### src/hdl/ptt_pkg.sv
// ---------------------------------------------------------------------------
// ptt_pkg: shared types and constants of the periodic timer table
// Opcodes, result kinds, sequencer states and field widths.
// ---------------------------------------------------------------------------
package ptt_pkg;
    localparam int TIMER_SLOTS_DEF = 16;
    localparam int ID_W   = 32;
    localparam int TIME_W = 62;
    localparam int DL_W   = 63;

    localparam logic [2:0] OP_ADD    = 3'd0;
    localparam logic [2:0] OP_MODIFY = 3'd1;
    localparam logic [2:0] OP_REMOVE = 3'd2;
    localparam logic [2:0] OP_TICK   = 3'd3;
    localparam logic [2:0] OP_QUERY  = 3'd4;

    localparam logic [2:0] K_ADDED    = 3'd0;
    localparam logic [2:0] K_FULL     = 3'd1;
    localparam logic [2:0] K_MODIFIED = 3'd2;
    localparam logic [2:0] K_NOTFOUND = 3'd3;
    localparam logic [2:0] K_REMOVED  = 3'd4;
    localparam logic [2:0] K_FIRED    = 3'd5;
    localparam logic [2:0] K_TICKDONE = 3'd6;
    localparam logic [2:0] K_NEXT     = 3'd7;

    localparam logic [DL_W-1:0] DL_EMPTY = {DL_W{1'b1}};

    typedef enum logic [2:0] {
        ST_IDLE,
        ST_READ,
        ST_EVAL,
        ST_EMIT,
        ST_DONE
    } state_t;

    // Slot record held in the slot memory.
    typedef struct packed {
        logic [ID_W-1:0]   id;
        logic [TIME_W-1:0] interval;
        logic [DL_W-1:0]   deadline;
        logic              policy;
        logic              notify;
    } slot_t;

    localparam int SLOT_W = $bits(slot_t);
endpackage

### src/hdl/ptt_ram.sv
// ---------------------------------------------------------------------------
// ptt_ram: generic single-port RAM
// One read per cycle and a write at the same address when we is set, read data registered.
// ---------------------------------------------------------------------------
module ptt_ram #(
    parameter int WIDTH = 8,
    parameter int DEPTH = 16
) (
    input  logic                     clk,
    input  logic                     we,
    input  logic [$clog2(DEPTH > 1 ? DEPTH : 2)-1:0] addr,
    input  logic [WIDTH-1:0]         wdata,
    output logic [WIDTH-1:0]         rdata
);
    logic [WIDTH-1:0] mem [DEPTH];

    always_ff @(posedge clk)
    begin
        if (we)
        begin
            mem[addr] <= wdata;
        end
        rdata <= mem[addr];
    end
endmodule

### src/hdl/periodic_timer_table.sv
// ---------------------------------------------------------------------------
// periodic_timer_table: fixed table of periodic timers
// Add, modify, remove, tick and query over a slot memory scanned in turn.
// ---------------------------------------------------------------------------
//  channel | direction | handshake           | payload
//  request | in        | in_valid/in_ready   | operation .. now
//  result  | out       | out_valid/out_ready | kind, result_id, deadline, last
//
// A request scans the slots one at a time through a shared 63-bit adder: each
// slot is read, then evaluated with write back; the request is accepted in the
// idle state and each result takes an emit step. A tick ends with a tick done
// result. Add, modify and remove stop at the slot that decides them. An unused
// opcode runs the whole scan and returns nothing. Each result waits in the
// output register, and the scan stalls while that register is still full.
// Reset clears the active bits and the id counter at once; there is no
// clearing pass.
module periodic_timer_table
    import ptt_pkg::*;
#(
    parameter int TIMER_SLOTS = TIMER_SLOTS_DEF
) (
    input  logic              clk,
    input  logic              rst_n,
    input  logic              in_valid,
    output logic              in_ready,
    input  logic [2:0]        operation,
    input  logic [ID_W-1:0]   timer_id,
    input  logic [TIME_W-1:0] interval,
    input  logic [TIME_W-1:0] base_time,
    input  logic              base_valid,
    input  logic              policy,
    input  logic              has_handler,
    input  logic [TIME_W-1:0] now,
    output logic              out_valid,
    input  logic              out_ready,
    output logic [2:0]        kind,
    output logic [ID_W-1:0]   result_id,
    output logic [DL_W-1:0]   deadline,
    output logic              last
);
    localparam int IDX_W = $clog2(TIMER_SLOTS > 1 ? TIMER_SLOTS : 2);
    localparam logic [IDX_W-1:0] LAST_IDX = IDX_W'(TIMER_SLOTS - 1);

    state_t state_reg, state_next;

    logic [TIMER_SLOTS-1:0] active_reg, active_next;
    logic [ID_W-1:0]   id_counter_reg, id_counter_next;
    logic [IDX_W-1:0]  idx_reg, idx_next;
    logic [DL_W-1:0]   soonest_reg, soonest_next;

    logic [2:0]        op_reg;
    logic [ID_W-1:0]   tid_reg;
    logic [TIME_W-1:0] interval_reg, now_reg, start_reg;
    logic              policy_reg, notify_reg;

    // Result decided in evaluate, waiting for the output register.
    logic [2:0]        pkind_reg, pkind_next;
    logic [ID_W-1:0]   pid_reg, pid_next;
    logic [DL_W-1:0]   pdl_reg, pdl_next;
    logic              plast_reg, plast_next;

    logic              out_valid_reg, out_valid_next;
    logic [2:0]        kind_reg, kind_next;
    logic [ID_W-1:0]   rid_reg, rid_next;
    logic [DL_W-1:0]   dl_reg, dl_next;
    logic              last_reg, last_next;

    logic              ram_we;
    slot_t             ram_wdata, ram_rdata;

    logic [DL_W-1:0]   add_a, add_b, add_sum, rearm_now, rearm_phase;
    logic              cur_active, due, matched, is_last, out_free, emit;

    ptt_ram #(
        .WIDTH(SLOT_W),
        .DEPTH(TIMER_SLOTS)
    ) u_ram (
        .clk  (clk),
        .we   (ram_we),
        .addr (idx_reg),
        .wdata(ram_wdata),
        .rdata(ram_rdata)
    );

    assign cur_active = active_reg[idx_reg];
    assign matched = cur_active && (ram_rdata.id == tid_reg);
    assign is_last = (idx_reg == LAST_IDX);
    assign out_free = !out_valid_reg || out_ready;
    assign due = ram_rdata.deadline <= {1'b0, now_reg};

    // Shared adder: start + interval for add and modify, deadline + interval
    // for a tick. A due deadline is not after now, so the sum stays in 63 bits.
    always_comb
    begin
        if (op_reg == OP_TICK)
        begin
            add_a = ram_rdata.deadline;
            add_b = {1'b0, ram_rdata.interval};
        end
        else
        begin
            add_a = {1'b0, start_reg};
            add_b = {1'b0, interval_reg};
        end
    end
    assign add_sum = add_a + add_b;
    assign rearm_now = {1'b0, now_reg} + {1'b0, ram_rdata.interval};
    assign rearm_phase = (add_sum <= {1'b0, now_reg}) ? rearm_now : add_sum;

    always_comb
    begin
        unique case (op_reg)
            OP_ADD:               emit = !cur_active || is_last;
            OP_MODIFY, OP_REMOVE: emit = matched || is_last;
            OP_TICK:              emit = cur_active && due && ram_rdata.notify;
            OP_QUERY:             emit = is_last;
            default:              emit = 1'b0;
        endcase
    end

    assign in_ready = (state_reg == ST_IDLE);

    always_comb
    begin
        state_next = state_reg;
        unique case (state_reg)
            ST_IDLE: if (in_valid) state_next = ST_READ;
            ST_READ: state_next = ST_EVAL;
            ST_EVAL:
            begin
                if (emit)
                    state_next = ST_EMIT;
                else if (!is_last)
                    state_next = ST_READ;
                else if (op_reg == OP_TICK)
                    state_next = ST_DONE;
                else
                    state_next = ST_IDLE;
            end
            ST_EMIT:
            begin
                if (out_free)
                begin
                    if (plast_reg)
                        state_next = ST_IDLE;
                    else if (is_last)
                        state_next = ST_DONE;
                    else
                        state_next = ST_READ;
                end
            end
            ST_DONE: if (out_free) state_next = ST_IDLE;
            default: state_next = ST_IDLE;
        endcase
    end

    always_comb
    begin
        active_next = active_reg;
        id_counter_next = id_counter_reg;
        idx_next = idx_reg;
        soonest_next = soonest_reg;
        pkind_next = pkind_reg;
        pid_next = pid_reg;
        pdl_next = pdl_reg;
        plast_next = plast_reg;
        out_valid_next = out_valid_reg;
        kind_next = kind_reg;
        rid_next = rid_reg;
        dl_next = dl_reg;
        last_next = last_reg;
        ram_we = 1'b0;
        ram_wdata = ram_rdata;
        if (out_valid_reg && out_ready)
        begin
            out_valid_next = 1'b0;
        end
        unique case (state_reg)
            ST_IDLE:
            begin
                if (in_valid)
                begin
                    idx_next = '0;
                    soonest_next = DL_EMPTY;
                end
            end
            ST_READ:
            begin
            end
            ST_EVAL:
            begin
                pid_next = '0;
                pdl_next = '0;
                plast_next = 1'b1;
                unique case (op_reg)
                    OP_ADD:
                    begin
                        if (!cur_active)
                        begin
                            id_counter_next = id_counter_reg + 1'b1;
                            ram_we = 1'b1;
                            ram_wdata.id = id_counter_next;
                            ram_wdata.interval = interval_reg;
                            ram_wdata.deadline = add_sum;
                            ram_wdata.policy = policy_reg;
                            ram_wdata.notify = notify_reg;
                            active_next[idx_reg] = 1'b1;
                            pkind_next = K_ADDED;
                            pid_next = id_counter_next;
                        end
                        else
                        begin
                            pkind_next = K_FULL;
                        end
                    end
                    OP_MODIFY:
                    begin
                        if (matched)
                        begin
                            ram_we = 1'b1;
                            ram_wdata.interval = interval_reg;
                            ram_wdata.deadline = add_sum;
                            ram_wdata.policy = policy_reg;
                            pkind_next = K_MODIFIED;
                            pid_next = tid_reg;
                        end
                        else
                        begin
                            pkind_next = K_NOTFOUND;
                        end
                    end
                    OP_REMOVE:
                    begin
                        if (matched)
                        begin
                            active_next[idx_reg] = 1'b0;
                            pkind_next = K_REMOVED;
                            pid_next = tid_reg;
                        end
                        else
                        begin
                            pkind_next = K_NOTFOUND;
                        end
                    end
                    OP_TICK:
                    begin
                        pkind_next = K_FIRED;
                        pid_next = ram_rdata.id;
                        plast_next = 1'b0;
                        if (cur_active && due)
                        begin
                            ram_we = 1'b1;
                            ram_wdata.deadline = ram_rdata.policy ? rearm_phase : rearm_now;
                        end
                    end
                    OP_QUERY:
                    begin
                        if (cur_active && ram_rdata.deadline < soonest_reg)
                        begin
                            soonest_next = ram_rdata.deadline;
                        end
                        pkind_next = K_NEXT;
                        pdl_next = soonest_next;
                    end
                    default:
                    begin
                    end
                endcase
                if (!emit && !is_last)
                begin
                    idx_next = idx_reg + 1'b1;
                end
            end
            ST_EMIT:
            begin
                if (out_free)
                begin
                    out_valid_next = 1'b1;
                    kind_next = pkind_reg;
                    rid_next = pid_reg;
                    dl_next = pdl_reg;
                    last_next = plast_reg;
                    if (!plast_reg && !is_last)
                    begin
                        idx_next = idx_reg + 1'b1;
                    end
                end
            end
            ST_DONE:
            begin
                // A tick always ends with tick done, even when nothing fired.
                if (out_free)
                begin
                    out_valid_next = 1'b1;
                    kind_next = K_TICKDONE;
                    rid_next = '0;
                    dl_next = '0;
                    last_next = 1'b1;
                end
            end
            default:
            begin
            end
        endcase
    end

    always_ff @(posedge clk or negedge rst_n)
    begin
        if (!rst_n)
        begin
            state_reg <= ST_IDLE;
            active_reg <= '0;
            id_counter_reg <= '0;
            out_valid_reg <= 1'b0;
            idx_reg <= '0;
        end
        else
        begin
            state_reg <= state_next;
            active_reg <= active_next;
            id_counter_reg <= id_counter_next;
            out_valid_reg <= out_valid_next;
            idx_reg <= idx_next;
        end
    end

    always_ff @(posedge clk)
    begin
        soonest_reg <= soonest_next;
        pkind_reg <= pkind_next;
        pid_reg <= pid_next;
        pdl_reg <= pdl_next;
        plast_reg <= plast_next;
        kind_reg <= kind_next;
        rid_reg <= rid_next;
        dl_reg <= dl_next;
        last_reg <= last_next;
        if (state_reg == ST_IDLE && in_valid)
        begin
            op_reg <= operation;
            tid_reg <= timer_id;
            interval_reg <= interval;
            start_reg <= base_valid ? base_time : now;
            now_reg <= now;
            policy_reg <= policy;
            notify_reg <= has_handler;
        end
    end

    assign out_valid = out_valid_reg;
    assign kind = kind_reg;
    assign result_id = rid_reg;
    assign deadline = dl_reg;
    assign last = last_reg;
endmodule

### config.mk
export PLATFORM = sky130hd
export DESIGN_NAME = periodic_timer_table
export DESIGN_NICKNAME = d
export VERILOG_FILES = /design/src/hdl/ptt_pkg.sv /design/src/hdl/ptt_ram.sv /design/src/hdl/periodic_timer_table.sv
export SDC_FILE = /design/constraint.sdc
export NUM_CORES = 2
export LEC_CHECK = 0
export BUFFER_PORTS_ARGS = -buffer_cell sky130_fd_sc_hd__buf_4
export CAP_MARGIN = 0
export CORE_MARGIN = 2
export CORE_UTILIZATION = 50
export DETAILED_ROUTE_END_ITERATION = 10
export GPL_TIMING_DRIVEN = 0
export PLACE_DENSITY = 0.76
export SYNTH_ARGS = -nofsm -noshare
export SYNTH_HDL_FRONTEND = slang
export SYNTH_SLANG_ARGS = --single-unit
### constraint.sdc
create_clock -name clk -period 10.8 [get_ports clk]
set_clock_uncertainty 0.15 [all_clocks]
set_input_delay 2.7 -clock clk [delete_from_list [all_inputs] [get_ports clk]]
set_output_delay 2.7 -clock clk [all_outputs]
set_load 0.05 [all_outputs]
; After elaboration in Yosys (flattened, before gate mapping)
; Memory sizes are Yosys's and may differ from the RTL's. A register that Yosys moved wholly into a read port is not among the register bits.
; Index checks and enable logic that the tools add are counted.
[word_totals]
output_inout_bits = 101
reg_bits = 540
n_memories = 1
in_bits = 228
ramBits = 2544
elab_cells = 156
[mem_list]
columns = memory, depth, width, read_ports, rd_clocked_by_memory_dff, wr, line_no
row1 = u_ram.mem, 16, 159, 1, 1, 1, ptt_ram.sv:15  ; logic [WIDTH-1:0] mem [DEPTH];
[classes]
reduce_logical = 33
eq_ne = 18
add_sub_neg = 4
mux = 70
bitwise = 4
n_lt_le_gt_ge = 5
[op_table]
columns = operator, n
row1 = 63-bit two-way mux, 9
row2 = 159-bit two-way mux, 2
row3 = 63-bit case mux with 2 select lines, 2
row4 = 63-bit case mux with 3 select lines, 1
row5 = 32-bit two-way mux, 5
row6 = 63-bit by 62-bit <= comparator with 1-bit output, 2
row7 = 126-bit two-way mux, 1
row8 = 62-bit two-way mux, 2
row9 = 62-bit case mux with 2 select lines, 1
row10 = 32-bit case mux with 3 select lines, 1
row11 = 32-bit case mux with 2 select lines, 1
row12 = 62-bit by 62-bit adder with 63-bit output, 1
row13 = 63-bit adder, 1
row14 = 63-bit less-than comparator, 1
row15 = 3-bit two-way mux, 11
row16 = 32-bit by 1-bit adder with 32-bit output (second input constant), 1
row17 = 32-bit == test, 1
row18 = 16-bit two-way mux, 2
row19 = 16-bit case mux with 2 select lines, 1
row20 = 3-bit case mux with 5 select lines, 2
row21 = 1-bit two-way mux, 17
row22 = 16-bit AND, 1
row23 = 4-bit two-way mux, 4
row24 = 16-bit NOT, 1
row25 = 30 further kinds, 63

; Logic depth before layout (Yosys ltp)
[depth]
depth_word = 9
depth_mapped = 35
mapped_depth_nobuf = 29

; Modules after synthesis
; From an unflattened synthesis, not the netlist that was laid out.
[hier_totals]
hier_cells = 7898
area_unflattened_um2 = 135192.2
[modules_own_cells]
columns = mod, cells_each, area_per_inst_um2, n_inst, seq_area_each_um2
row1 = ptt_ram, 4058, 97992.7, 1, 79576.3
row2 = periodic_timer_table, 3840, 37199.4, 1, 15935.3

; Worst setup path before layout
; No wires, ideal clock.
[synth_timing]
path_kind = input-to-reg
start = in in_valid
end = reg soonest_reg[0] (enable)
setup_ps = 497
slack_ps = 332
cell_stages = 2
arrival_time_ps = 9821
required_time_ps = 10153
path_buffers = 0
path_cell_list = and2_1 > o21bai_1
[synth_between]
elab_chain_cells = 2
[synth_rtl]
columns = item, line_no
row1 = start: declaration, periodic_timer_table.sv:24  ; input logic in_valid,
row2 = 2-bit != test (no source line), -
row3 = 3-bit AND reduction (no source line), -
row4 = end signal: assignment, periodic_timer_table.sv:329  ; soonest_reg <= soonest_next;
row5 = end: declaration, periodic_timer_table.sv:49  ; logic [DL_W-1:0] soonest_reg, soonest_next;
; Every way passes these cells.
; A chain may end at the register's enable or synchronous reset.

==> results.tsv <==
stage	metric	value	unit
die	# IOs	329	
timing	setup violators final	0	
yosys	post-synthesis xor/xnor area fraction	1.35	%
yosys	synthesized area per cell	18.0	um^2
routing	Routed WL per cell	35.5	um
cells_and_area	Layout Nets	8859	
routing	Antenna Violating Nets Remaining	0	
routing	vias per cell	6.53	
timing	Slew @ Worst Pin	1.54	ns
cts	CTS tree	built	
die	Die ar.	275000	um^2
routing	DRT iter0 DRCs	12254	
yosys	distinct cell type count after synthesis	80	
cts	clk buf depth	4	
cells_and_area	Biggest register	u_ram.mem	
global_routing	largest net degree at the start of global routing	71	
power_and_ir_drop	pwr dens	273	nW/um^2
timing	unrepaired setup endpoints after global routing	true	
critical_path	most frequent CP cell	nand2_1	
timing	Period Utilization, post-route	98.9	%
outcome	status	finished with violations	
die	die width	524	um
die	Die Y	524	um
cts	clk sinks	3243	
routing	Pre-Repair DR Iteration Count	8	
cells_and_area	post-route cell area	156000	um^2
yosys	register area share after synthesis	70.6	%
die	Rows	190	
hold_path	Worst Hold Class	reg2reg	
critical_path	Req. time, crit path	11.26	ns
placement	Post-Place Cell Area	145000	um^2
yosys	largest family of logic cells by synthesized area	multiplexers	
yosys	Ys Warns	0	
critical_path	worst stage delay on the critical path	0.61	ns
critical_path	CP max-delay cell	a222oi_1	
routing	final WL	431	mm
die	Core Box Area	269000	um^2
global_routing	total congestion overflow	0	
cells_and_area	Fill cells	19097	
power_and_ir_drop	Leak	53.7	nW
global_routing	initial antenna violation count	34	
placement	GP Congestion	0.989	
yosys	multiplexer share of the synthesized area	15.0	%
cells_and_area	top flop regs	u_ram.mem: 2544 flops, u_ram.rdata: 159 flops	
cts	Clock Tree Root	clkbuf_16	
timing	Final Hold Vio Count	0	
global_routing	Total Routing Usage GR	31.2	%
routing	Residual DRC	0	
yosys	Top FF cell, synth	edfxtp_1	
placement	hpwl dp	278	mm
yosys	adder-cell share of the synthesized area	2.94	%
yosys	synthesized area	135000	um^2
critical_path	WP data arrival	11.14	ns
cells_and_area	Area Overhead vs Synth	15.6	%
cts	Clock transition at path regs	0.07	ns
cts	CTS buffer count	325	
timing	FMAX	0.0936	GHz
power_and_ir_drop	worst IR drop on VDD	0.172	mV
cts	H-tree levels	5	
timing	Tmin final	10.68	ns
critical_path	WS Path Type	reg2reg	
yosys	post-synthesis register bit count	3243	
yosys	Syn Nets	8077	
cells_and_area	post-layout util	58.2	%
global_routing	first-pass GRT wire length	595	mm
critical_path	Crit Path Max Fanout	16	
timing	final hold slack	0.348	ns
yosys	Synth Instances	7532	
critical_path	startpoint types	flip-flop	
outcome	violated checks	capacitance limit, slew limit	
yosys	simple-gate share of the synthesized area	4.61	%
placement	Port Buffer Count	327	
yosys	post-synthesis compound-gate area fraction	3.90	%
power_and_ir_drop	Final Power	0.0427	W
die	Initial Util	50.4	%
yosys	ys async rst share	1.73	%
timing	Setup TNS Final	0	ns
timing	Slew Limit Fails	11	
global_routing	number of global-route vias before repair	78706	
routing	DR vias	79472	
yosys	EDFF count, synth	3028	
critical_path	Worst setup EP type	flip-flop	
cells_and_area	layout cells sized above 1	23.9	%
cells_and_area	max FFs per register	2544	
cts	worst skew pair latency	0.94	ns
timing	slew margin rel.	-2.71	%
flow_run	max cap viols	1	
final cells by class:
cell class / count / area, um^2 / area share [%]
Tap cell: 3552 / 4440 / 2.84
Multi-Input combinational cell: 3742 / 38000 / 24.3
Timing Repair Buffer: 456 / 5060 / 3.24
Buffer: 344 / 1430 / 0.913
Antenna cell: 23 / 57.6 / 0.0368
Clock inverter: 166 / 2150 / 1.38
Sequential cell: 3243 / 95500 / 61.1
Inverter: 202 / 758 / 0.485
Clock buffer: 437 / 8940 / 5.72
worst max-delay path: cells and delay by family (launching register included):
family	cells	cell delay (ns)
adder cells (fa/ha/maj)	3	1.06
AND/OR/NAND/NOR	10	2.26
AO/OA/AOI/OAI	12	4.10
buffers and inverters	7	2.07
XOR/XNOR	1	0.19
flip-flops	1	0.47
timing repair:
action / in CTS / in global routing
gates resized for setup: 47 / 17
pin swaps: 29 / 4
hold buffers: 0 / 0
buffers inserted: 29 / 3
endpoints found under the setup margin: 1008 / 951
final timing paths:
check                                               start                        endpoint  slack, ns  depth (start not counted)
max                                   op_reg[0]$_DFFE_PP_      u_ram.mem[7][35]$_DFFE_PP_       0.12                         33
min                        id_counter_reg[31]$_DFFE_PN0P_  id_counter_reg[31]$_DFFE_PN0P_       0.35                          1
max reg2reg                           op_reg[0]$_DFFE_PP_      u_ram.mem[7][35]$_DFFE_PP_       0.12                         33
min reg2reg                id_counter_reg[31]$_DFFE_PN0P_  id_counter_reg[31]$_DFFE_PN0P_       0.35                          1
max in group asynchronous                           rst_n        state_reg[1]$_DFFE_PN0P_       8.17                          1
min in group asynchronous                           rst_n   id_counter_reg[6]$_DFFE_PN0P_       1.70                          1
layer usage:
metal  vias to the layer above  global-route usage, %  share of wire (%)
met5                         -                      0              0.029
met2                      5897                   49.3                 47
li1                      31692                      -                  -
met1                     40759                   40.5                 36
met3                      1108                   7.51                 12
met4                        16                   15.7                6.0
synth_stat cells (74+ instances only):
| master | count | area (um^2) |
|---|---|---|
| edfxtp_1 | 3028 | 90900 |
| mux4_2 | 800 | 18000 |
| nand2_1 | 753 | 2830 |
| ha_1 | 315 | 3940 |
| clkbuf_1 | 245 | 920 |
| a21oi_1 | 234 | 1170 |
| nor2_1 | 213 | 800 |
| inv_1 | 201 | 754 |
| dfxtp_1 | 159 | 3180 |
| mux2_2 | 144 | 1620 |
| o21ai_0 | 144 | 721 |
| xnor2_1 | 143 | 1250 |
| nor2b_1 | 118 | 738 |
| a21o_1 | 107 | 803 |
| nand3_1 | 74 | 370 |
| nand4_1 | 74 | 463 |
layout by cell type, fill, tap and decap left out, types with 38 or more instances in the layout:
master	netlist	routed
nor2_1	213	208
nand4_1	74	74
clkbuf_16	0	329
edfxtp_1	3028	3028
a21oi_1	234	231
xnor2_1	143	143
xor2_1	65	65
o21ai_0	144	123
mux4_2	800	800
clkbuf_1	245	288
dfxtp_1	159	159
dfrtp_1	56	56
inv_1	201	200
buf_4	6	371
ha_1	315	315
mux2_2	144	144
buf_1	63	59
a21o_1	107	105
buf_16	0	68
nor2b_1	118	118
mux2i_1	71	71
bufinv_16	0	38
o211ai_1	44	44
clkinv_2	0	47
nand2_1	753	753
nand3_1	74	73
power breakdown:
group	internal (W)	switching [W]	leakage, nW
combinational	0.00531	0.00795	18.8
sequential	0.0164	0.00133	29.5
clock	0.00680	0.00495	5.37
cell families (layout without fill, tap and decap cells):
family | count (synthesis) | after routing
flops | 3243 | 3243
simple gates | 1396 | 1396
mux | 1015 | 1015
compound gates | 806 | 806
buf+inv | 547 | 1605
fa+ha+maj | 317 | 317
xor+xnor | 208 | 208
other cells | 0 | 23
per-stage QoR:
step                      cells  worst slack (ns)
after floorplan            7532             0.332
after global placement    11411            -11.68
after detailed placement  11505             -4.47
after CTS                 12136            0.0347
after global routing      12150           -0.0187
final                     12165             0.119
(Power assumes the default switching activity.)
